$ cat src/rtl/core/olist_pkg.sv
// Shared constants, request and status codes, and the probe record for the ordered list engine.
package olist_pkg;

    // Storage and field geometry.
    localparam int CAPACITY    = 64;
    localparam int DATA_W      = 32;
    localparam int REQ_W       = 3;
    localparam int POS_W       = 6;
    localparam int STATUS_W    = 2;
    localparam int OUT_COUNT_W = 7;
    localparam int CNT_W       = $clog2(CAPACITY + 1);
    // Width used when cell indexes, counts and positions are compared.
    localparam int CMP_W       = (CNT_W > POS_W) ? CNT_W : POS_W;

    // Request codes.
    localparam logic [REQ_W-1:0] REQ_APPEND       = 3'd0;
    localparam logic [REQ_W-1:0] REQ_READ         = 3'd1;
    localparam logic [REQ_W-1:0] REQ_CONTAINS     = 3'd2;
    localparam logic [REQ_W-1:0] REQ_REMOVE_VALUE = 3'd3;
    localparam logic [REQ_W-1:0] REQ_REMOVE_AT    = 3'd4;

    // Status codes.
    localparam logic [STATUS_W-1:0] STATUS_OK        = 2'd0;
    localparam logic [STATUS_W-1:0] STATUS_NOT_FOUND = 2'd1;
    localparam logic [STATUS_W-1:0] STATUS_FULL      = 2'd2;

    // A request as it travels down the cell chain.
    typedef struct packed {
        logic              active;
        logic [REQ_W-1:0]  req;
        logic [DATA_W-1:0] key;
        logic [POS_W-1:0]  pos;
        logic [CNT_W-1:0]  count;
        logic              hit;
        logic [DATA_W-1:0] value;
    } probe_t;

endpackage

$ cat src/rtl/core/olist_cell.sv
// One list cell: holds one entry and serves the probe that passes it on its way down the chain.
module olist_cell (
    input  logic                      aclk,
    input  logic                      aresetn,
    input  logic [olist_pkg::CNT_W-1:0]  cell_idx,
    input  olist_pkg::probe_t         probe_in,
    input  logic [olist_pkg::DATA_W-1:0] next_value,
    output olist_pkg::probe_t         probe_out,
    output logic [olist_pkg::DATA_W-1:0] value_out
);
    import olist_pkg::*;

    logic [DATA_W-1:0] value_reg, value_next;
    probe_t            probe_reg, probe_next;
    logic [CMP_W-1:0]  idx_ext, cnt_ext, pos_ext;
    logic              in_range, at_pos, key_match, hit_here, removing;

    assign idx_ext   = CMP_W'(cell_idx);
    assign cnt_ext   = CMP_W'(probe_in.count);
    assign pos_ext   = CMP_W'(probe_in.pos);
    assign in_range  = idx_ext < cnt_ext;
    assign at_pos    = (idx_ext == pos_ext) && in_range;
    // Only the first equal entry counts, so a hit earlier in the chain masks this one.
    assign key_match = !probe_in.hit && in_range && (value_reg == probe_in.key);
    assign removing  = (probe_in.req == REQ_REMOVE_VALUE) || (probe_in.req == REQ_REMOVE_AT);

    always_comb begin
        case (probe_in.req)
            REQ_APPEND:                     hit_here = (idx_ext == cnt_ext);
            REQ_READ, REQ_REMOVE_AT:        hit_here = at_pos;
            REQ_CONTAINS, REQ_REMOVE_VALUE: hit_here = key_match;
            default:                        hit_here = 1'b0;
        endcase
    end

    always_comb begin
        value_next = value_reg;
        probe_next = probe_in;
        if (probe_in.active) begin
            if (hit_here) begin
                probe_next.hit = 1'b1;
                if (probe_in.req != REQ_APPEND) begin
                    probe_next.value = value_reg;
                end
            end
            if ((probe_in.req == REQ_APPEND) && hit_here) begin
                value_next = probe_in.key;
            end
            // From the removed entry onward each cell takes its upper neighbor's old value.
            if (removing && (probe_in.hit || hit_here) && in_range) begin
                value_next = next_value;
            end
        end
    end

    // Only the active flag is reset; the rest of the probe and the entry are don't-care
    // until a request writes them.
    always_ff @(posedge aclk) begin
        if (!aresetn) begin
            probe_reg.active <= 1'b0;
        end else begin
            probe_reg.active <= probe_next.active;
        end
        value_reg       <= value_next;
        probe_reg.req   <= probe_next.req;
        probe_reg.key   <= probe_next.key;
        probe_reg.pos   <= probe_next.pos;
        probe_reg.count <= probe_next.count;
        probe_reg.hit   <= probe_next.hit;
        probe_reg.value <= probe_next.value;
    end

    assign probe_out = probe_reg;
    assign value_out = value_reg;

endmodule

$ cat config.mk
export PLATFORM = sky130hd
export DESIGN_NAME = olist_cell
export DESIGN_NICKNAME = d
export VERILOG_FILES = /design/src/rtl/core/olist_pkg.sv /design/src/rtl/core/olist_cell.sv
export SDC_FILE = /design/constraint.sdc
export NUM_CORES = 1
export LEC_CHECK = 0
export BUFFER_PORTS_ARGS = -buffer_cell sky130_fd_sc_hd__buf_4
export CORE_MARGIN = 10
export CORE_UTILIZATION = 35
export DETAILED_ROUTE_END_ITERATION = 8
export PLACE_DENSITY = 0.66
export SETUP_SLACK_MARGIN = 0.05
export SLEW_MARGIN = 5
export SYNTH_ARGS = -nofsm -noshare
export SYNTH_HDL_FRONTEND = slang
export SYNTH_SLANG_ARGS = --single-unit
export TNS_END_PERCENT = 20
$ cat constraint.sdc
create_clock -name aclk -period 4.6 [get_ports aclk]
set_input_delay 0.92 -clock aclk [delete_from_list [all_inputs] [get_ports aclk]]
set_output_delay 0.92 -clock aclk [all_outputs]
set_load 0.005 [all_outputs]
## After elaboration in Yosys (flattened, before gate mapping)

Index checks and enable logic that the tools add are counted.

| cells by class | value |
|---|---|
| order comparisons | 1 |
| reductions and logical operators | 15 |
| muxes and demuxes | 6 |
| equal/unequal tests | 7 |

Operator list:

| kind | number |
|---|---|
| 2-to-1 mux 32 bit | 3 |
| 2-to-1 mux 33 bit | 2 |
| == test 32 bit | 1 |
| == test 7 x 6 -> 1 bit | 1 |
| == test 7 bit | 1 |
| less-than comparator 7 bit | 1 |
| == test 3 x 2 -> 1 bit (second input constant) | 2 |
| logical AND 1 bit | 6 |
| OR reduction 2 bit | 2 |
| == test 3 x 1 -> 1 bit (second input constant) | 1 |
| == test 3 bit (second input constant) | 1 |
| logical NOT 3 bit | 1 |
| one-hot mux 1 bit (3 select lines) | 1 |
| nonzero test 3 bit | 1 |
| logical OR 1 bit | 2 |
| AND reduction 2 bit | 1 |
| nonzero test 2 bit | 1 |
| logical NOT 1 bit | 1 |

| word-level totals | value |
|---|---|
| output and inout bits | 114 |
| logic and storage cells | 37 |
| input bits | 123 |
| flip-flop bits (word level) | 114 |

## Logic depth before layout (Yosys ltp)

| logic depth | value |
|---|---|
| depth after elaboration | 9 |
| gate-level depth with buffers | 10 |
| depth with buffers taken out | 8 |

## Least setup slack after synthesis

No wires, ideal clock.

| path | value |
|---|---|
| kind | input port to flip-flop |
| start | in probe_in[37] (netlist bit) |
| end | reg value_reg[0], in the netlist value_out[0] (enable) |
| required time | 4.168 ns |
| data arrival time | 4.044 ns |
| cell stages on the path | 10 |
| path buffers | 2 |
| path slack | 0.125 ns |
| cells stage by stage | inv_1 ha_1 nand4_1 or4_1 buf_2 inv_1 o311a_1 a21oi_2 buf_2 a21oi_1 |

| between the ends | value |
|---|---|
| cells in the longest elaborated chain, start to end | 9 |

RTL lines:

| item | RTL line | source |
|---|---|---|
| from (decl) | olist_cell.sv:6 | `input olist_pkg::probe_t probe_in,` |
| less-than comparator 7 bit | olist_cell.sv:21 | `assign in_range = idx_ext < cnt_ext;` |
| logical AND 1 bit (2 in series) | olist_cell.sv:24 | `assign key_match = !probe_in.hit && in_range && (value_reg == probe_in.key);` |
| one-hot mux 1 bit (3 select lines) | olist_cell.sv:28 | `case (probe_in.req)` |
| logical OR 1 bit | olist_cell.sv:50 | `if (removing && (probe_in.hit \|\| hit_here) && in_range) begin` |
| logical AND 1 bit (2 in series) | olist_cell.sv:50 |  |
| nonzero test 2 bit (no line) * | n/a |  |
| AND reduction 2 bit (no line) * | n/a |  |
| to (signal assigned) | olist_cell.sv:64 | `value_reg <= value_next;` |
| to (decl) | olist_cell.sv:13 | `logic [DATA_W-1:0] value_reg, value_next;` |

Mark *: on every way between the ends. The rest lies on a longest branch, timed or not.
A chain may end at the register's enable or synchronous reset.

==> results.tsv <==
stage	metric	value	unit
synth	post-synth top area cell	dfxtp_1	
pwr	Power Density	366.9	mW/mm^2
timing	final count of hold timing violations	0	
cells_and_area	sequential standard cell area	0.002603	sq mm
pwr	VDD IR-drop max	0.2045	mV
synth	Synth top area share	33.47	%
floorplanning	die width	138.4	microns
synth	Net Count, Synth	527	
synth	Yosys warning total	0	
timing	Clock Skews	0.006438	ns
synth	most common library cells after synthesis	dfxtp_1 (82), xor2_1 (34), nand2_1 (33)	
floorplanning	Core ar.	0.01383	sq mm
worst_setup_path	critical path type	input port to flop	
routing	# DRC	0	
timing	Slew @ Worst Pin	1.002	ns
grt	gr ovfl total	0	
pwr	Sw Share	22.94	%
grt	Global Route Usage Sum	17.07	%
routing	Vias/cell	4.928	
cells_and_area	NumNets Final	762	
timing	Slew Viols, Final	0	
worst_setup_path	CP Data Arrival Time	3.64	ns
clock_network	Num Clock Sinks	114	
routing	ANT nets after route	0	
cells_and_area	# diodes	0	
worst_setup_path	Worst Path Required	4.87	ns
cells_and_area	synth-to-layout area growth	50.38	%
timing	worst hold margin	0.5809	ns
routing	routed wire length	17020	microns
pwr	Leak	0.003117	uW
clock_network	CTS max path bufs	2	
status	status	completed	
clock_network	postcts setup bufs	0	
synth	sequential share of the synthesized area	53.06	%
routing	Pre-Repair DR Iteration Count	4	
worst_setup_path	Max FO, Critical Path	32	
clock_network	worst-skew pair later-pin latency	0.41	ns
synth	Synth Flop Type	dfxtp_1	
timing	period utilization	73.30	%
clock_network	post-cts gate resize count	0	
routing	via total after detailed routing	4066	
floorplanning	Rows	43	
clock_network	clk slew on worst S/H paths	0.05	ns
floorplanning	Die ar.	0.01915	sq mm
cells_and_area	area of the multi-input gates	0.002140	sq mm
synth	Synth Instances	397	
floorplanning	I/O Pins	237	
pwr	Clk pwr share	45.7	%
timing	fmax	296.6	MHz
cells_and_area	Fill cells	1203	
grt	first-pass GRT wire length	25560	microns
worst_setup_path	startpoint types	input port	
clock_network	clock root buffer	clkbuf_16	
synth	top cells by area, synth	dfxtp_1 (33%), edfxtp_1 (20%), a41oi_2 (9.9%), mux2_2 (7.3%), xor2_1 (6.1%)	
pwr	Cell Int Power	2085	uW
floorplanning	Die Span Y	138.4	microns
pwr	Psw	621.0	uW
place	Place WS	0.6992	ns
worst_hold_path	Worst Hold Class	flop to flop	
synth	async set or reset register ratio after synthesis	0	%
cells_and_area	fraction of layout cells with a size suffix above 1	52.71	%
pwr	Combinational Power Share	13.3	%
floorplanning	Starting Density	35.47	%
synth	Netlist Area Pre-Place	0.004905	sq mm
clock_network	clock buffer count from CTS	17	
timing	fin crit period	3.372	ns
timing	setup TNS	0	ns
grt	pin count of the biggest net entering global routing	44	
routing	drt initial violations	190	
synth	distinct cell type count after synthesis	37	
timing	Final Setup Violations	0	
grt	initial antenna violation count	0	
synth	count leader, synth	dfxtp_1	
clock_network	Hold Buf Count CTS	0	
timing	Rel. slew slack	32.94	%
routing	routed length per instance	20.63	microns
timing	Setup WS post-layout	1.228	ns
place	Final Wtd Congestion	0.8219	
flow_run	Max-Cap Viols	0	
grt	vias in the first global route	4444	
clock_network	H-tree Lvls	4	
pwr	sequential share of power	41.1	%
timing	RSZ-0062 raised after global routing	false	
place	hpwl dp	12940	microns
worst_setup_path	Setup crit end kind	flop	
synth	register bit count reported by yosys	114	
place	number of buffer cells added on primary ports	236	
clock_network	CTS tree	yes	
synth	EDFF count, synth	32	
synth	Syn Area/Cell	12.35	sq um
path summary, 6_finish.rpt:
path	cells after the start	slack, ns	from	end
setup reg to reg	6	1.38	value_out[24]$_DFFE_PP_	probe_out[0]$_DFF_P_
hold / removal	2	0.58	value_out[16]$_DFFE_PP_	probe_out[16]$_DFF_P_
hold reg to reg	2	0.58	value_out[16]$_DFFE_PP_	probe_out[16]$_DFF_P_
setup / recovery	7	1.23	probe_in[70]	probe_out[0]$_DFF_P_
metal layers:
layer	GRT usage, %	vias up	part of all wire, %
met3	7.363	19	7.9
met2	29.24	157	50
met5	0	-	0
met1	18.28	1956	40
li1	-	1934	-
met4	6.215	0	1.7
sequential cells by signal, indices dropped and copies added (netlist names):
name	count
probe_out	82
value_out	32
through the flow:
stage	total power (uW)	util [%]	std cells	area, sq um
2_1_floorplan	1267	-	397	4905
3_3_place_gp	1486	49.31	793	6818
3_5_place_dp	1494	49.31	793	6818
4_1_cts	2739	53.34	825	7376
5_1_grt	2815	53.34	825	7376
6_report	2706	53.34	825	7376
power by group through the flow:
stage,Clock (uW),Sequential (uW),Combinational (uW)
finish,1240,1110,359
detailed placement,0,1130,362
global route,1310,1120,391
floorplan,0,1140,131
CTS,1260,1110,364
global placement,0,1130,355
cell families (layout without fill, tap and decap cells):
family,Yosys count,after routing,share of synthesized area [%]
buffers and inverters,35,283,4.005
flip-flops,114,114,53.06
AO/OA/AOI/OAI,105,105,20.03
XOR/XNOR,39,39,6.964
multiplexers,33,33,7.551
AND/OR/NAND/NOR,64,64,6.607
adder cells (fa/ha/maj),7,7,1.786
worst max-delay path, stage by stage:
cell and delay, ns:
buf_4 0.12, xor2_1 0.15, nor4_1 0.49, nand4_1 0.29, or4_2 1.19, a41oi_1 0.35
o21ai_0 0.11
cell usage in the layout, fill, tap and decap left out, types with 3 or more instances in the layout:
cell type and instances:
o21ai_0 3, a41oi_2 30, nand2_1 32, clkinv_2 3, clkbuf_8 3, o21ai_1 30
xor2_1 34, clkbuf_1 7, dfxtp_1 82, ha_1 7, nor2_1 3, clkbuf_16 19
nor4_1 9, buf_4 242, mux2_2 32, inv_1 9, edfxtp_1 32, xnor2_1 4
a21boi_0 32
cell type report:
cell class                      count  share of cell area (%)
Sequential cell                   114                   35.28
Tap cell                          180                   3.053
Multi-Input combinational cell    248                   29.01
Clock buffer                       29                   7.362
Timing Repair Buffer              242                   24.63
Clock inverter                      3                  0.2036
Inverter                            9                  0.4580
Power figures use the tool's default switching activity.
